===== config.mk =====
export PLATFORM = sky130hd
export DESIGN_NAME = aabb_collision_resolve
export DESIGN_NICKNAME = d
export VERILOG_FILES = /design/src/sv/aabb_pkg.sv /design/src/sv/aabb_axis_ovl.sv /design/src/sv/aabb_collision_resolve.sv
export VERILOG_INCLUDE_DIRS = /design/src /design/src/sv
export SDC_FILE = /design/constraint.sdc
export NUM_CORES = 1
export LEC_CHECK = 0
export ABC_AREA = 1
export ABC_CLOCK_PERIOD_IN_PS = 6400
export BUFFER_PORTS_ARGS = -buffer_cell sky130_fd_sc_hd__buf_4
export CORE_MARGIN = 3
export CORE_UTILIZATION = 61
export CTS_CLUSTER_DIAMETER = 60
export DETAILED_ROUTE_END_ITERATION = 8
export GPL_ROUTABILITY_DRIVEN = 0
export PLACE_DENSITY = 0.83
export SLEW_MARGIN = 20
export SYNTH_ARGS = -nofsm -noshare
export SYNTH_HDL_FRONTEND = slang
export SYNTH_SLANG_ARGS = --single-unit

===== constraint.sdc =====
create_clock -name clk -period 6.4 [get_ports clk]
set_input_delay 1.6 -clock clk [delete_from_list [all_inputs] [get_ports clk]]
set_output_delay 1.6 -clock clk [all_outputs]
set_load 0.005 [all_outputs]

===== src/sv/aabb_collision_resolve_assert.svh =====
// Assertion macros for the RTL of the collision block.
// Each macro expects signals named clk and rst_n in the scope where it is used.
`ifndef AABB_COLLISION_RESOLVE_ASSERT_SVH
`define AABB_COLLISION_RESOLVE_ASSERT_SVH

// Same-cycle implication, checked out of reset.
`define AABB_CHECK(lbl, ante, cons, msg) \
  lbl: assert property (@(posedge clk) disable iff (!rst_n) (ante) |-> (cons)) \
    else $error(msg);

// Next-cycle implication, checked out of reset.
`define AABB_CHECK_NEXT(lbl, ante, cons, msg) \
  lbl: assert property (@(posedge clk) disable iff (!rst_n) (ante) |=> (cons)) \
    else $error(msg);

`endif


===== src/sv/aabb_pkg.sv =====
package aabb_pkg;

  localparam int COORD_BITS = 20;
  localparam int FRAC_BITS  = 4;

  // Sums of two coordinates, doubled spans and centre differences, overlaps.
  localparam int SUM_W = COORD_BITS + 1;
  localparam int N2_W  = COORD_BITS + 2;
  localparam int OV_W  = COORD_BITS + 3;

  // Reference max x that selects default mode, in Q format.
  localparam int DEFAULT_MAX_X = -999 * (2 ** FRAC_BITS);

  typedef logic signed [COORD_BITS-1:0] coord_t;
  typedef logic signed [SUM_W-1:0]      sum_t;
  typedef logic signed [N2_W-1:0]       n2_t;
  typedef logic signed [OV_W-1:0]       ov_t;

  // Clears the fraction bits of a doubled distance, leaving whole pixels.
  localparam logic [N2_W-1:0] WHOLE_MASK = ~N2_W'((2 ** (FRAC_BITS + 1)) - 1);

  localparam coord_t PUSH_MAX = {1'b0, {(COORD_BITS-1){1'b1}}};
  localparam coord_t PUSH_MIN = {1'b1, {(COORD_BITS-1){1'b0}}};

  typedef enum logic [1:0] {
    SIDE_ZERO = 2'b00,
    SIDE_POS  = 2'b01,
    SIDE_NEG  = 2'b10
  } side_t;

endpackage


===== src/sv/aabb_axis_ovl.sv =====
module aabb_axis_ovl
  import aabb_pkg::*;
(
  input  n2_t n2,
  input  n2_t ext2,
  output ov_t ov
);

  logic [N2_W-1:0] mag;
  logic [N2_W-1:0] whole;

  // The centre distance is truncated to whole pixels before it is taken off.
  assign mag   = n2[N2_W-1] ? N2_W'(-n2) : N2_W'(n2);
  assign whole = mag & WHOLE_MASK;
  assign ov    = ov_t'(ext2) - ov_t'({1'b0, whole});

endmodule


===== src/sv/aabb_collision_resolve.sv =====
// Push-out resolver for a moving box against an obstacle box. One beat is accepted on every
// clock (busy stays low), and its result appears on the out_ ports, marked by out_valid for
// exactly one cycle. It passes four register stages: edge tests and sums, per-axis overlap,
// side selection, then negation and saturation. The receiver cannot stall the block, so
// every out_valid beat must be taken as it comes.
`include "aabb_collision_resolve_assert.svh"

module aabb_collision_resolve
  import aabb_pkg::*;
(
  input  logic   clk,
  input  logic   rst_n,
  input  logic   start,
  output logic   busy,
  input  coord_t in_mover_min_x,
  input  coord_t in_mover_min_y,
  input  coord_t in_mover_max_x,
  input  coord_t in_mover_max_y,
  input  coord_t in_obstacle_min_x,
  input  coord_t in_obstacle_min_y,
  input  coord_t in_obstacle_max_x,
  input  coord_t in_obstacle_max_y,
  input  coord_t in_ref_min_x,
  input  coord_t in_ref_min_y,
  input  coord_t in_ref_max_x,
  input  coord_t in_ref_max_y,
  output logic   out_valid,
  output coord_t out_push_x,
  output coord_t out_push_y,
  output logic   out_overlapping
);

  function automatic sum_t csum(coord_t a, coord_t b);
    return sum_t'(a) + sum_t'(b);
  endfunction

  function automatic sum_t dbl(coord_t a);
    return sum_t'(a) <<< 1;
  endfunction

  function automatic n2_t span2(coord_t lo, coord_t hi);
    return n2_t'(sum_t'(hi) - sum_t'(lo));
  endfunction

  function automatic coord_t finish(ov_t q, side_t s);
    ov_t    neg;
    coord_t res;
    neg = -q;
    unique case (s)
      SIDE_POS: res = (q > ov_t'(PUSH_MAX)) ? PUSH_MAX : coord_t'(q);
      SIDE_NEG: res = (neg < ov_t'(PUSH_MIN)) ? PUSH_MIN : coord_t'(neg);
      SIDE_ZERO: res = '0;
      default: res = '0;
    endcase
    return res;
  endfunction

  // Stage 1: overlap test, centre differences, extents, mode and reference sides.
  logic  hit_nxt, dflt_nxt;
  n2_t   nx2_nxt, ny2_nxt, extx_nxt, exty_nxt;
  side_t sxr_nxt, syr_nxt;

  logic  v1_r, hit1_r, dflt1_r;
  n2_t   nx2_1_r, ny2_1_r, extx1_r, exty1_r;
  side_t sxr1_r, syr1_r;

  // Stage 2: clamped doubled overlaps.
  ov_t   ovx, ovy, ox_nxt, oy_nxt;
  logic  v2_r, hit2_r, dflt2_r, nxneg2_r, nyneg2_r;
  ov_t   ox2_r, oy2_r;
  side_t sxr2_r, syr2_r;

  // Stage 3: chosen sides and halved magnitudes.
  side_t sx_nxt, sy_nxt;
  logic  v3_r, hit3_r;
  ov_t   qx3_r, qy3_r;
  side_t sx3_r, sy3_r;

  // Stage 4: output registers.
  logic   out_valid_r, out_overlapping_r;
  coord_t out_push_x_r, out_push_y_r;

  assign hit_nxt = !(in_mover_max_x < in_obstacle_min_x || in_mover_min_x > in_obstacle_max_x)
                && !(in_mover_max_y < in_obstacle_min_y || in_mover_min_y > in_obstacle_max_y);
  assign nx2_nxt = n2_t'(csum(in_obstacle_min_x, in_obstacle_max_x))
                 - n2_t'(csum(in_mover_min_x, in_mover_max_x));
  assign ny2_nxt = n2_t'(csum(in_obstacle_min_y, in_obstacle_max_y))
                 - n2_t'(csum(in_mover_min_y, in_mover_max_y));
  assign extx_nxt = span2(in_mover_min_x, in_mover_max_x)
                  + span2(in_obstacle_min_x, in_obstacle_max_x);
  assign exty_nxt = span2(in_mover_min_y, in_mover_max_y)
                  + span2(in_obstacle_min_y, in_obstacle_max_y);
  assign dflt_nxt = (32'(in_ref_max_x) == DEFAULT_MAX_X);

  // A strict x overlap with the reference decides the y side; failing that, y decides x.
  always_comb begin
    sxr_nxt = SIDE_ZERO;
    syr_nxt = SIDE_ZERO;
    if (in_obstacle_max_x > in_ref_min_x && in_obstacle_min_x < in_ref_max_x) begin
      if (dbl(in_ref_max_y) < csum(in_obstacle_min_y, in_obstacle_max_y)) begin
        syr_nxt = SIDE_POS;
      end else if (dbl(in_ref_min_y) > csum(in_obstacle_min_y, in_obstacle_max_y)) begin
        syr_nxt = SIDE_NEG;
      end
    end else if (in_obstacle_max_y > in_ref_min_y && in_obstacle_min_y < in_ref_max_y) begin
      if (dbl(in_ref_max_x) < csum(in_obstacle_min_x, in_obstacle_max_x)) begin
        sxr_nxt = SIDE_POS;
      end else if (dbl(in_ref_min_x) > csum(in_obstacle_min_x, in_obstacle_max_x)) begin
        sxr_nxt = SIDE_NEG;
      end
    end
  end

  aabb_axis_ovl u_ovl_x (
    .n2   (nx2_1_r),
    .ext2 (extx1_r),
    .ov   (ovx)
  );

  aabb_axis_ovl u_ovl_y (
    .n2   (ny2_1_r),
    .ext2 (exty1_r),
    .ov   (ovy)
  );

  // A miss or a negative x overlap zeroes both axes; a negative y overlap zeroes only y.
  assign ox_nxt = (!hit1_r || ovx[OV_W-1]) ? '0 : ovx;
  assign oy_nxt = (!hit1_r || ovx[OV_W-1] || ovy[OV_W-1]) ? '0 : ovy;

  // Default mode keeps the smaller axis; on a tie y is kept.
  always_comb begin
    if (dflt2_r) begin
      if (ox2_r < oy2_r) begin
        sx_nxt = nxneg2_r ? SIDE_NEG : SIDE_POS;
        sy_nxt = SIDE_ZERO;
      end else begin
        sx_nxt = SIDE_ZERO;
        sy_nxt = nyneg2_r ? SIDE_NEG : SIDE_POS;
      end
    end else begin
      sx_nxt = sxr2_r;
      sy_nxt = syr2_r;
    end
  end

  always_ff @(posedge clk) begin
    if (!rst_n) begin
      v1_r        <= 1'b0;
      v2_r        <= 1'b0;
      v3_r        <= 1'b0;
      out_valid_r <= 1'b0;
    end else begin
      v1_r        <= start && !busy;
      v2_r        <= v1_r;
      v3_r        <= v2_r;
      out_valid_r <= v3_r;
    end
  end

  always_ff @(posedge clk) begin
    hit1_r  <= hit_nxt;
    dflt1_r <= dflt_nxt;
    nx2_1_r <= nx2_nxt;
    ny2_1_r <= ny2_nxt;
    extx1_r <= extx_nxt;
    exty1_r <= exty_nxt;
    sxr1_r  <= sxr_nxt;
    syr1_r  <= syr_nxt;

    hit2_r   <= hit1_r;
    dflt2_r  <= dflt1_r;
    nxneg2_r <= nx2_1_r[N2_W-1];
    nyneg2_r <= ny2_1_r[N2_W-1];
    ox2_r    <= ox_nxt;
    oy2_r    <= oy_nxt;
    sxr2_r   <= sxr1_r;
    syr2_r   <= syr1_r;

    hit3_r <= hit2_r;
    qx3_r  <= ox2_r >>> 1;
    qy3_r  <= oy2_r >>> 1;
    sx3_r  <= sx_nxt;
    sy3_r  <= sy_nxt;

    out_overlapping_r <= hit3_r;
    out_push_x_r      <= finish(qx3_r, sx3_r);
    out_push_y_r      <= finish(qy3_r, sy3_r);
  end

  assign busy            = 1'b0;
  assign out_valid       = out_valid_r;
  assign out_push_x      = out_push_x_r;
  assign out_push_y      = out_push_y_r;
  assign out_overlapping = out_overlapping_r;

  `AABB_CHECK(a_latency, out_valid_r, $past(start, 4), "result beat without a start beat four cycles earlier")
  `AABB_CHECK(a_ovl_clamped, v2_r, !ox2_r[OV_W-1] && !oy2_r[OV_W-1], "negative overlap escaped the clamp")
  `AABB_CHECK_NEXT(a_miss_zero, v3_r && !hit3_r, out_push_x == '0 && out_push_y == '0 && !out_overlapping, "non-overlapping pair gave a push")

endmodule

# Word level (Yosys, flattened, before mapping)

Index checks and enable logic that the tools add are counted.
W data, S select, Z words.

Magnitude comparators: 17
Add/sub/neg operators: 18
Mux-type cells: 18
Bitwise operators: 2
Eq/ne operators: 5
Reductions and logical operators: 13

Operators with widths:

| kind                   | number |
|---|---|
| $add A20 B20 Y21       | 4 |
| $sub A20 B20 Y21       | 4 |
| $gt A20 B20 Y1         | 4 |
| $lt A20 B20 Y1         | 4 |
| $mux W20               | 4 |
| $pmux W20 S2           | 2 |
| $lt A23 B20 Y1 const B | 2 |
| $neg A22 Y23           | 2 |
| $sub A22 B23 Y23       | 2 |
| $add A21 B21 Y22       | 2 |
| $gt A22 B20 Y1 const B | 2 |
| $mux W22               | 2 |
| $neg A22 Y22           | 2 |
| $sub A21 B21 Y22       | 2 |
| $gt A21 B21 Y1         | 2 |
| $lt A21 B21 Y1         | 2 |
| $lt A23 B23 Y1         | 1 |
| $eq A20 B15 Y1 const B | 1 |
| $mux W2                | 8 |
| $eq A2 B1 Y1 const B   | 2 |
| $eq A2 B2 Y1 const B   | 2 |
| $logic_or A1 B1 Y1     | 4 |
| $reduce_or A2 Y1       | 2 |
| $logic_and A1 B1 Y1    | 3 |
| other kinds (4)        | 8 |

Flip-flop bits (word level): 242
Output and inout bits: 43
Bits of input ports: 243
Word-level logic and storage cells: 103

# Logic depth before layout (Yosys ltp)

Gate-level depths: netlist of the first run.

Depth after elaboration: 5
Mapped depth: 25
Mapped depth without buffers: 25

# Hierarchy

From an unflattened synthesis of the first run, not the netlist that was laid out.

Cell total of the unflattened synthesis: 3467
Area, all modules: 25391.9 um2

By module, submodules not included:

| module                 | instances | area an instance (um2) | cells an instance | sequential area each (um2) |
|---|---|---|---|---|
| aabb_collision_resolve | 1         | 22173.8                | 2847              | 4844.6 |
| aabb_axis_ovl          | 2         | 1609.0                 | 310               | 0.0 |

# Least setup slack after synthesis of the first run

Ideal clock, no wire load.

Kind: input to register
Start point: in in_obstacle_min_y[0]
End point: reg ny2_1_r[18]
Data required time: 6.273 ns
Arrival: 4.849 ns
Buffers on the path: 0
Cell stages on the path: 19
Slack: 1.424 ns
Setup time: 0.127 ns
Cell sequence: ha_1 -> inv_1 -> fa_1 -> inv_1 -> a31oi_1 -> o21ai_0 -> xnor2_1 -> fa_1 -> inv_1 -> ha_1 -> nand2_1 -> o21ai_0 -> a21oi_1 -> inv_1 -> a21oi_1 -> o21ai_0 -> a21boi_0 -> o21ai_0 -> xor2_1

Longest elaborated chain between the ends: 2

Ends and longest elaborated chain:

| what                 | RTL line                      | source |
|---|---|---|
| start, declared      | aabb_collision_resolve.sv:20  | `input coord_t in_obstacle_min_y,` |
| $add A20 B20 Y21     | aabb_collision_resolve.sv:34  | `return sum_t'(a) + sum_t'(b);` |
| $sub A21 B21 Y22     | aabb_collision_resolve.sv:88  | `- n2_t'(csum(in_mover_min_y, in_mover_max_y));` |
| via ny2_nxt[18]      | aabb_collision_resolve.sv:60  | `n2_t nx2_nxt, ny2_nxt, extx_nxt, exty_nxt;` |
| end signal, assigned | aabb_collision_resolve.sv:164 | `ny2_1_r <= ny2_nxt;` |
| end, declared        | aabb_collision_resolve.sv:64  | `n2_t nx2_1_r, ny2_1_r, extx1_r, exty1_r;` |

The timed path passes the listed nets, and every way through them passes these cells.
A chain may end at the register's enable or synchronous reset.

# Worst setup path in the final report of the first run

Start point: in in_obstacle_max_y[0]
End point: reg ny2_1_r[18]

Longest elaborated chain between the ends: 2

Ends and longest elaborated chain:

| what             | RTL line                     | source |
|---|---|---|
| start, declared  | aabb_collision_resolve.sv:22 | `input coord_t in_obstacle_max_y,` |
| $add A20 B20 Y21 | aabb_collision_resolve.sv:34 |  |
| $sub A21 B21 Y22 | aabb_collision_resolve.sv:88 |  |
| via ny2_nxt[18]  | aabb_collision_resolve.sv:60 |  |

The timed path passes the listed nets, and every way through them passes these cells.

==> results.tsv, run 1 <==
metric	value	unit
antenna_found_initial	5	
port_buffers	284	
crit_chain	buf_4 > ha_1 > inv_1 > fa_1 > inv_1 > a31oi_1 > o21ai_0 > xnor2_1 > fa_1 > inv_1 > ha_1 > nand2_1 > o21ai_0 > a21oi_1 > inv_1 > a21oi_1 > o21ai_0 > a21boi_0 > o21ai_0 > xor2_1	
grt_overflow_total	0	
hold_viol_final	0	
cap_violations	0	
ys_seq_area_share	20.01	%
period_share	83.87	%
startpoint	in_obstacle_max_y[0]	
grt_max_degree	42	
met1_usage	42.28	%
max-clock-path-buffers	3	
rrSetupSlack	1960	ps
synth-edff-count	0	
ys_ff_latch	242	
total_leakage_power	14.31	nW
hp-start	hit3_r$_DFF_P_	
rsz0062_at_grt	false	
area_growth	14.33	%
reg2reg_to	oy2_r[9]$_SDFF_PP0_	
hold_buffers	0	
yosys_most_used_dff	dfxtp_1	
yosys_warnings	0	
grt_pass1_vias	22280	
setup-violations-final	0	
crit_required	6770	ps
crit_slowest_cell	fa_1	
drtPass1Iterations	6	
final_cell_count_no_fill	3981	
hold_path_end	out_overlapping$_DFF_P_	
slowest_delay	540	ps
hold_slack	325.7	ps
grtUsageMet2	52.24	%
outcome	finished, final reports clean	
relSlewSlack	33.63	%
ff2ff_path_depth	21	
final_cell_mix	inv_1 (551), nand2_1 (473), ha_1 (420)	
arrival	5740	ps
fin_crit	5368	ps
cp_top_family	compound AO/OA/AOI/OAI gates	
synth_cells	3152	
hold_path_class	reg2reg	
ctsHtreeMaxLevel	1	
grt_first_pass_wirelength	108100	um
synthArstFlopShare	0	%
dieHeight	205.2	um
finalNetCount	4234	
drive_gt1_share	11.10	%
cp-start-kind	primary input	
via_per_inst	5.755	
grt_use_total	31.57	%
cts.root.buffer_cell	clkbuf_16	
cts_setup_buffers	0	
fill_cells	3066	
skew	15.14	ps
ant_nets	0	
cp-end-kind	register	
post_drt_wl_per_cell	17.10	um
coreArea	0.03892	sq mm
cts_made_buffers	23	
clk_pin_slew_worst_paths	60	ps
vias	22910	
clock_sinks	242	
final_common_cell	inv_1	
synth_area	0.02421	sq mm
worstMarginPinSlew	991.9	ps
crit_fanout	4	
ios	286	
r2r-start	ny2_1_r[3]$_DFF_P_	
regArea	0.004845	sq mm
grt_most_used_layer	met2	
path_buf_inv	5	
hpwl	58730	um
synth.avg_cell_area	7.681	sq um
routed_wl	68100	um
initial_core_util	62.21	%
drt_iter0_markers	1868	
multiInputGateArea	0.01719	sq mm
placed_cells	3936	
critPathKind	in2reg	
clk_latency	520	ps
tritoncts	yes	
slew_violations	0	
drc	0	
worstHoldPathCells	0	
power_density	378.6	mW/mm^2
fmax	0.1863	GHz
row_count	72	
cts_resized	0	
die_w	205.2	um
ir_drop	0.3038	mV
dieArea	0.04212	sq mm
synthDistinctLibCells	57	
use_met3	3.623	%
fin_setup_tns	0	ps
## per-stage QoR
step / setup slack (ps) / utilization [%] / total power [mW] / cell area [sq um]
after floorplan: 1424 / - / 7.386 / 24220
after global placement: 932.1 / 69.13 / 8.644 / 26900
after detailed placement: 732.7 / 69.13 / 8.919 / 26900
after CTS: 1202 / 71.10 / 10.36 / 27670
after global routing: 809.3 / 71.13 / 11.45 / 27680
final: 1032 / 71.13 / 10.48 / 27680
## worst max-delay path by stage
stage / depth (start not counted) / slack (ps) / to
floorplan: 19 / 1420 / ny2_1_r[18]$_DFF_P_
global placement: 22 / 930 / nx2_1_r[20]$_DFF_P_
detailed placement: 19 / 730 / nx2_1_r[16]$_DFF_P_
CTS: 20 / 1200 / ny2_1_r[18]$_DFF_P_
global route: 20 / 810 / ny2_1_r[18]$_DFF_P_
finish: 20 / 1030 / ny2_1_r[18]$_DFF_P_
## metal layers
layer / routed length, um / vias to the layer above
met1: 28440 / 10500
li1: - / 11050
met3: 6024 / 203
met4: 3218 / 2
met5: 13 / -
met2: 30400 / 1153
## synthesized netlist by cell type, types with 7 or more instances
library cell / instances / share of area (%)
inv_1: 551 / 8.5
nand2_2: 18 / 0.47
o21a_1: 10 / 0.31
a21boi_0: 10 / 0.31
xor2_1: 112 / 4.1
a31oi_1: 17 / 0.44
nand2_1: 473 / 7.3
o31ai_1: 8 / 0.25
xnor2_1: 67 / 2.4
dfxtp_1: 242 / 20
nand3_1: 127 / 2.6
a21oi_2: 10 / 0.36
a21oi_1: 326 / 6.7
or2_2: 7 / 0.18
nor4_1: 25 / 0.65
nor3b_1: 12 / 0.37
nor3_1: 47 / 0.97
a211oi_1: 8 / 0.25
o211ai_1: 19 / 0.59
a21o_1: 14 / 0.43
clkbuf_1: 16 / 0.25
fa_1: 128 / 11
nand4_1: 44 / 1.1
ha_1: 420 / 22
o21bai_1: 12 / 0.37
o21ai_0: 163 / 3.4
nor2_1: 201 / 3.1
## logic make-up after synthesis
kind of cell               count (synthesis)  share of synthesized area, %
DFF                                      242                         20.01
adders and majority gates                548                         32.29
other                                      1                       0.01549
AOI/OAI and AO/OA                        621                         14.17
and+or+nand+nor                          985                         17.92
xor gates and xnor gates                 180                         6.543
buffers and inverters                    575                         9.049
## flip-flops by register name, summed over array words and instances (netlist names), 2 cells and up
register,flops
qy3_r,22
sx3_r,2
extx1_r,22
ox2_r,23
sxr2_r,2
sy3_r,2
exty1_r,22
oy2_r,23
syr2_r,2
nx2_1_r,22
syr1_r,2
ny2_1_r,22
out_push_x,20
qx3_r,22
out_push_y,20
sxr1_r,2
## report_power, final
| group | internal, mW | switching [mW] |
|---|---|---|
| clock | 0.792 | 0.569 |
| combinational | 2.66 | 4.25 |
| sequential | 1.94 | 0.267 |
| total | 5.39 | 5.09 |
## cell type report
| cell class | count | area share, % |
|---|---|---|
| Antenna cell | 4 | 0.03616 |
| Clock buffer | 29 | 2.305 |
| Clock inverter | 12 | 0.4656 |
| Inverter | 553 | 7.503 |
| Multi-Input combinational cell | 2337 | 62.09 |
| Sequential cell | 242 | 17.50 |
| Tap cell | 518 | 2.341 |
| Timing Repair Buffer | 286 | 7.757 |
No activity file was read; power rests on OpenSTA's default activity.
==> run 2: changes to the inputs <==
Settings changed: ABC_AREA 1 to 0, ABC_CLOCK_PERIOD_IN_PS 6400 to 5400.
Clock period 6.4 ns to 5.4 ns, I/O delays scaled along.
==> run 2 against run 1 <==
Clock power grew 42%. Critical path type unchanged. Core utilization grew 4.9 points. Power grew 20%. Synthesized area shrank 3.4%. Critical endpoint is now nx2_1_r[21]$_DFF_P_. Sequential share of layout area shrank 0.62 points. First-iteration DRC count shrank 7.7%. Count of clock-buffer cells in the layout grew 3. Largest power group unchanged.
==> results.tsv, run 2 <==
metric	value	unit	change
synth_top_cell_area_share	22.46	%	+0.75 points
power_density	438.5	mW/mm^2	+16%
fill_cells	2606		-15%
port_buffers	284		unchanged
final_common_cell	buf_4		
vias	21820		-4.8%
fin_crit	5366	ps	
row_count	71		-1.4%
critPathKind	in2reg		
grt_overflow_total	0		unchanged
max-clock-path-buffers	3		unchanged
clock_sinks	242		unchanged
fin_setup_tns	0	ps	unchanged
hold_buffers	0		unchanged
synth_area	0.02340	sq mm	-3.4%
tritoncts	yes		
yosys_most_used_dff	dfxtp_1		
crit_fanout	4		unchanged
cp-end-kind	register		
synthDistinctLibCells	78		+37%
grt_max_degree	30		-29%
dieHeight	201.9	um	-1.6%
ctsHtreeMaxLevel	1		unchanged
power_switching	5.397	mW	+6.1%
hold_path_class	reg2reg		
cts_made_buffers	26		+13%
rsz0062_at_grt	true		
drive_gt1_share	18.56	%	+7.5 points
grt_use_total	31.42	%	-0.15 points
post_drt_wl_per_cell	18.13	um	+6.0%
via_per_inst	5.900		+2.5%
power_frac_clock	15.3	%	+2.3 points
rrSetupSlack	170	ps	-1790 ps
arrival	5840	ps	+100 ps
grt_pass1_vias	21600		-3.0%
utilization	76.03	%	+4.9 points
dieArea	0.04074	sq mm	-3.3%
hpwl	56140	um	-4.4%
drt_iter0_markers	1724		-7.7%
cap_violations	0		unchanged
hold_viol_final	0		unchanged
fmax	0.1864	GHz	
switching_share	42.88	%	-5.7 points
cts.root.buffer_cell	clkbuf_16		
ir_drop	0.3196	mV	+5.2%
p_seq_share	21.1	%	about the same
synth.area.top_cells	ha_1 (22%), dfxtp_1 (21%), fa_1 (11%), inv_1 (6.0%), a21oi_1 (3.6%)		
antenna_found_initial	2		-3
drtPass1Iterations	7		+1
ant_nets	0		unchanged
ios	286		unchanged
synth-edff-count	0		unchanged
slew_violations	0		unchanged
cp-start-kind	primary input		
routed_wl	67060	um	-1.5%
relSlewSlack	37.65	%	+4.0 points
yosys_warnings	0		unchanged
yosys.area.top_type	ha_1		
synth_cells	2689		-15%
synthTopCellsByCount	ha_1 (420), inv_1 (377), dfxtp_1 (242)		
clk_pin_slew_worst_paths	70	ps	about the same
crit_required	5870	ps	-900 ps
synthArstFlopShare	0	%	unchanged
grt_first_pass_wirelength	106100	um	-1.8%
period_share	99.37	%	
initial_core_util	61.97	%	-0.24 points
drc	0		unchanged
area_growth	22.68	%	
final_cell_mix	buf_4 (468), ha_1 (415), inv_1 (376)		
total_power	12.59	mW	+20%
pwr-share-comb	63.5	%	-2.5 points
coreArea	0.03776	sq mm	-3.0%
synth.avg_cell_area	8.701	sq um	+13%
skew	9.167	ps	-5.973 ps
synth.most_common_cell	ha_1		
clk_latency	530	ps	about the same
setup-violations-final	0		unchanged
internal-power	7.189	mW	+33%
finalNetCount	3957		-6.5%
ys_ff_latch	242		unchanged
ys_seq_area_share	20.71	%	+0.70 points
total_leakage_power	14.48	nW	+1.1%
die_w	201.9	um	-1.6%
top_regs	ox2_r: 23 flops, oy2_r: 23 flops		
worstMarginPinSlew	935.3	ps	-56.68 ps
outcome	finished, final reports clean		
run 2: changes by cell type in the layout (fill, tap and decap cells not counted), moves of 34 or more:
cell and change:
inv_1 -175, nor2b_1 +45, nor3_1 +34, a21oi_1 -168
xor2_1 -42, a211o_1 +34, nand2b_1 +49, a21o_1 +57
nand2_1 -367, buf_4 +182, nand3_1 -86
run 2: per-layer routing:
layer / GRT usage [%] / vias up / share of wire, % / wire length (um)
met5: 0 / - / 0 / 0
met3: 4.397 / 175 / 8.7 / 5814
met1: 42.98 / 10230 / 42 / 28240
met4: 8.796 / 0 / 3.1 / 2104
met2: 52.32 / 1032 / 46 / 30900
li1: - / 10390 / - / -
run 2: power groups by stage:
stage | Sequential (mW) | Combinational [mW] | Clock [mW]
3_5_place_dp | 2.68 | 7.54 | 0
4_1_cts | 2.65 | 7.69 | 1.95
6_report | 2.66 | 8.00 | 1.93
5_1_grt | 2.71 | 8.87 | 2.03
3_3_place_gp | 2.66 | 7.23 | 0
2_1_floorplan | 2.54 | 5.53 | 0
run 2: what timing repair did:
item	in CTS	in global routing
setup buffers	0	8
gates cloned	0	0
pin swaps	0	27
setup endpoints to repair	35	48
resized for setup	5	50
run 2: area by class of cell:
| cell class | instances | area [sq um] | share of cell area, % |
|---|---|---|---|
| inverter | 377 | 1415 | 4.930 |
| antenna | 2 | 5.005 | 0.01744 |
| timing repair buffer | 470 | 3540 | 12.33 |
| tap | 511 | 639.4 | 2.227 |
| clock buffer | 32 | 723.2 | 2.520 |
| multi-input combinational | 2049 | 17310 | 60.29 |
| clock inverter | 15 | 231.5 | 0.8064 |
| sequential | 242 | 4845 | 16.88 |
run 2: kinds of logic (layout without fill, tap and decap cells):
family / after synthesis / after routing / synth area share [%]
compound gates: 638 / 638 / 17.79
xor+xnor: 165 / 165 / 6.176
fa+ha+maj: 550 / 550 / 33.50
buf+inv: 400 / 894 / 6.508
flops: 242 / 242 / 20.71
mux: 7 / 7 / 0.3155
other cells: 1 / 5 / 0.01603
simple gates: 686 / 686 / 14.99
run 2: worst max-delay path, cell delays in order:
cell	delay, ps
buf_8	100
ha_4	220
a21o_1	160
a21oi_2	200
o21bai_2	110
o311a_1	410
o41ai_4	410
nor2_1	90
o21ai_1	150
nand2b_1	110
xnor2_2	200
inv_2	60
fa_1	500
ha_4	310
and3_1	200
nand3_1	120
o21ai_1	140
nor2_1	100
a211oi_2	280
o21a_1	220
o21ai_2	80
a21oi_1	180
xnor2_1	130
run 2: worst paths after layout:
check / start / to / cells after the start
hold reg to reg: dflt1_r$_DFF_P_ / dflt2_r$_DFF_P_ / 0
hold / removal: dflt1_r$_DFF_P_ / dflt2_r$_DFF_P_ / 0
setup reg to reg: nx2_1_r[0]$_DFF_P_ / oy2_r[8]$_SDFF_PP0_ / 17
setup / recovery: in_obstacle_min_x[1] / nx2_1_r[21]$_DFF_P_ / 23
run 2: through the flow:
stage	cell area, sq um	worst slack (ps)	std cells	hold slack, ps
after floorplan	23460	20.07	2691	309.6
after global placement	27460	-387.9	3641	310.3
after CTS	28440	26.71	3688	315.7
final	28700	33.98	3698	323.9
after global routing	28700	-105.6	3698	324.3
after detailed placement	27460	-685.7	3641	313.2
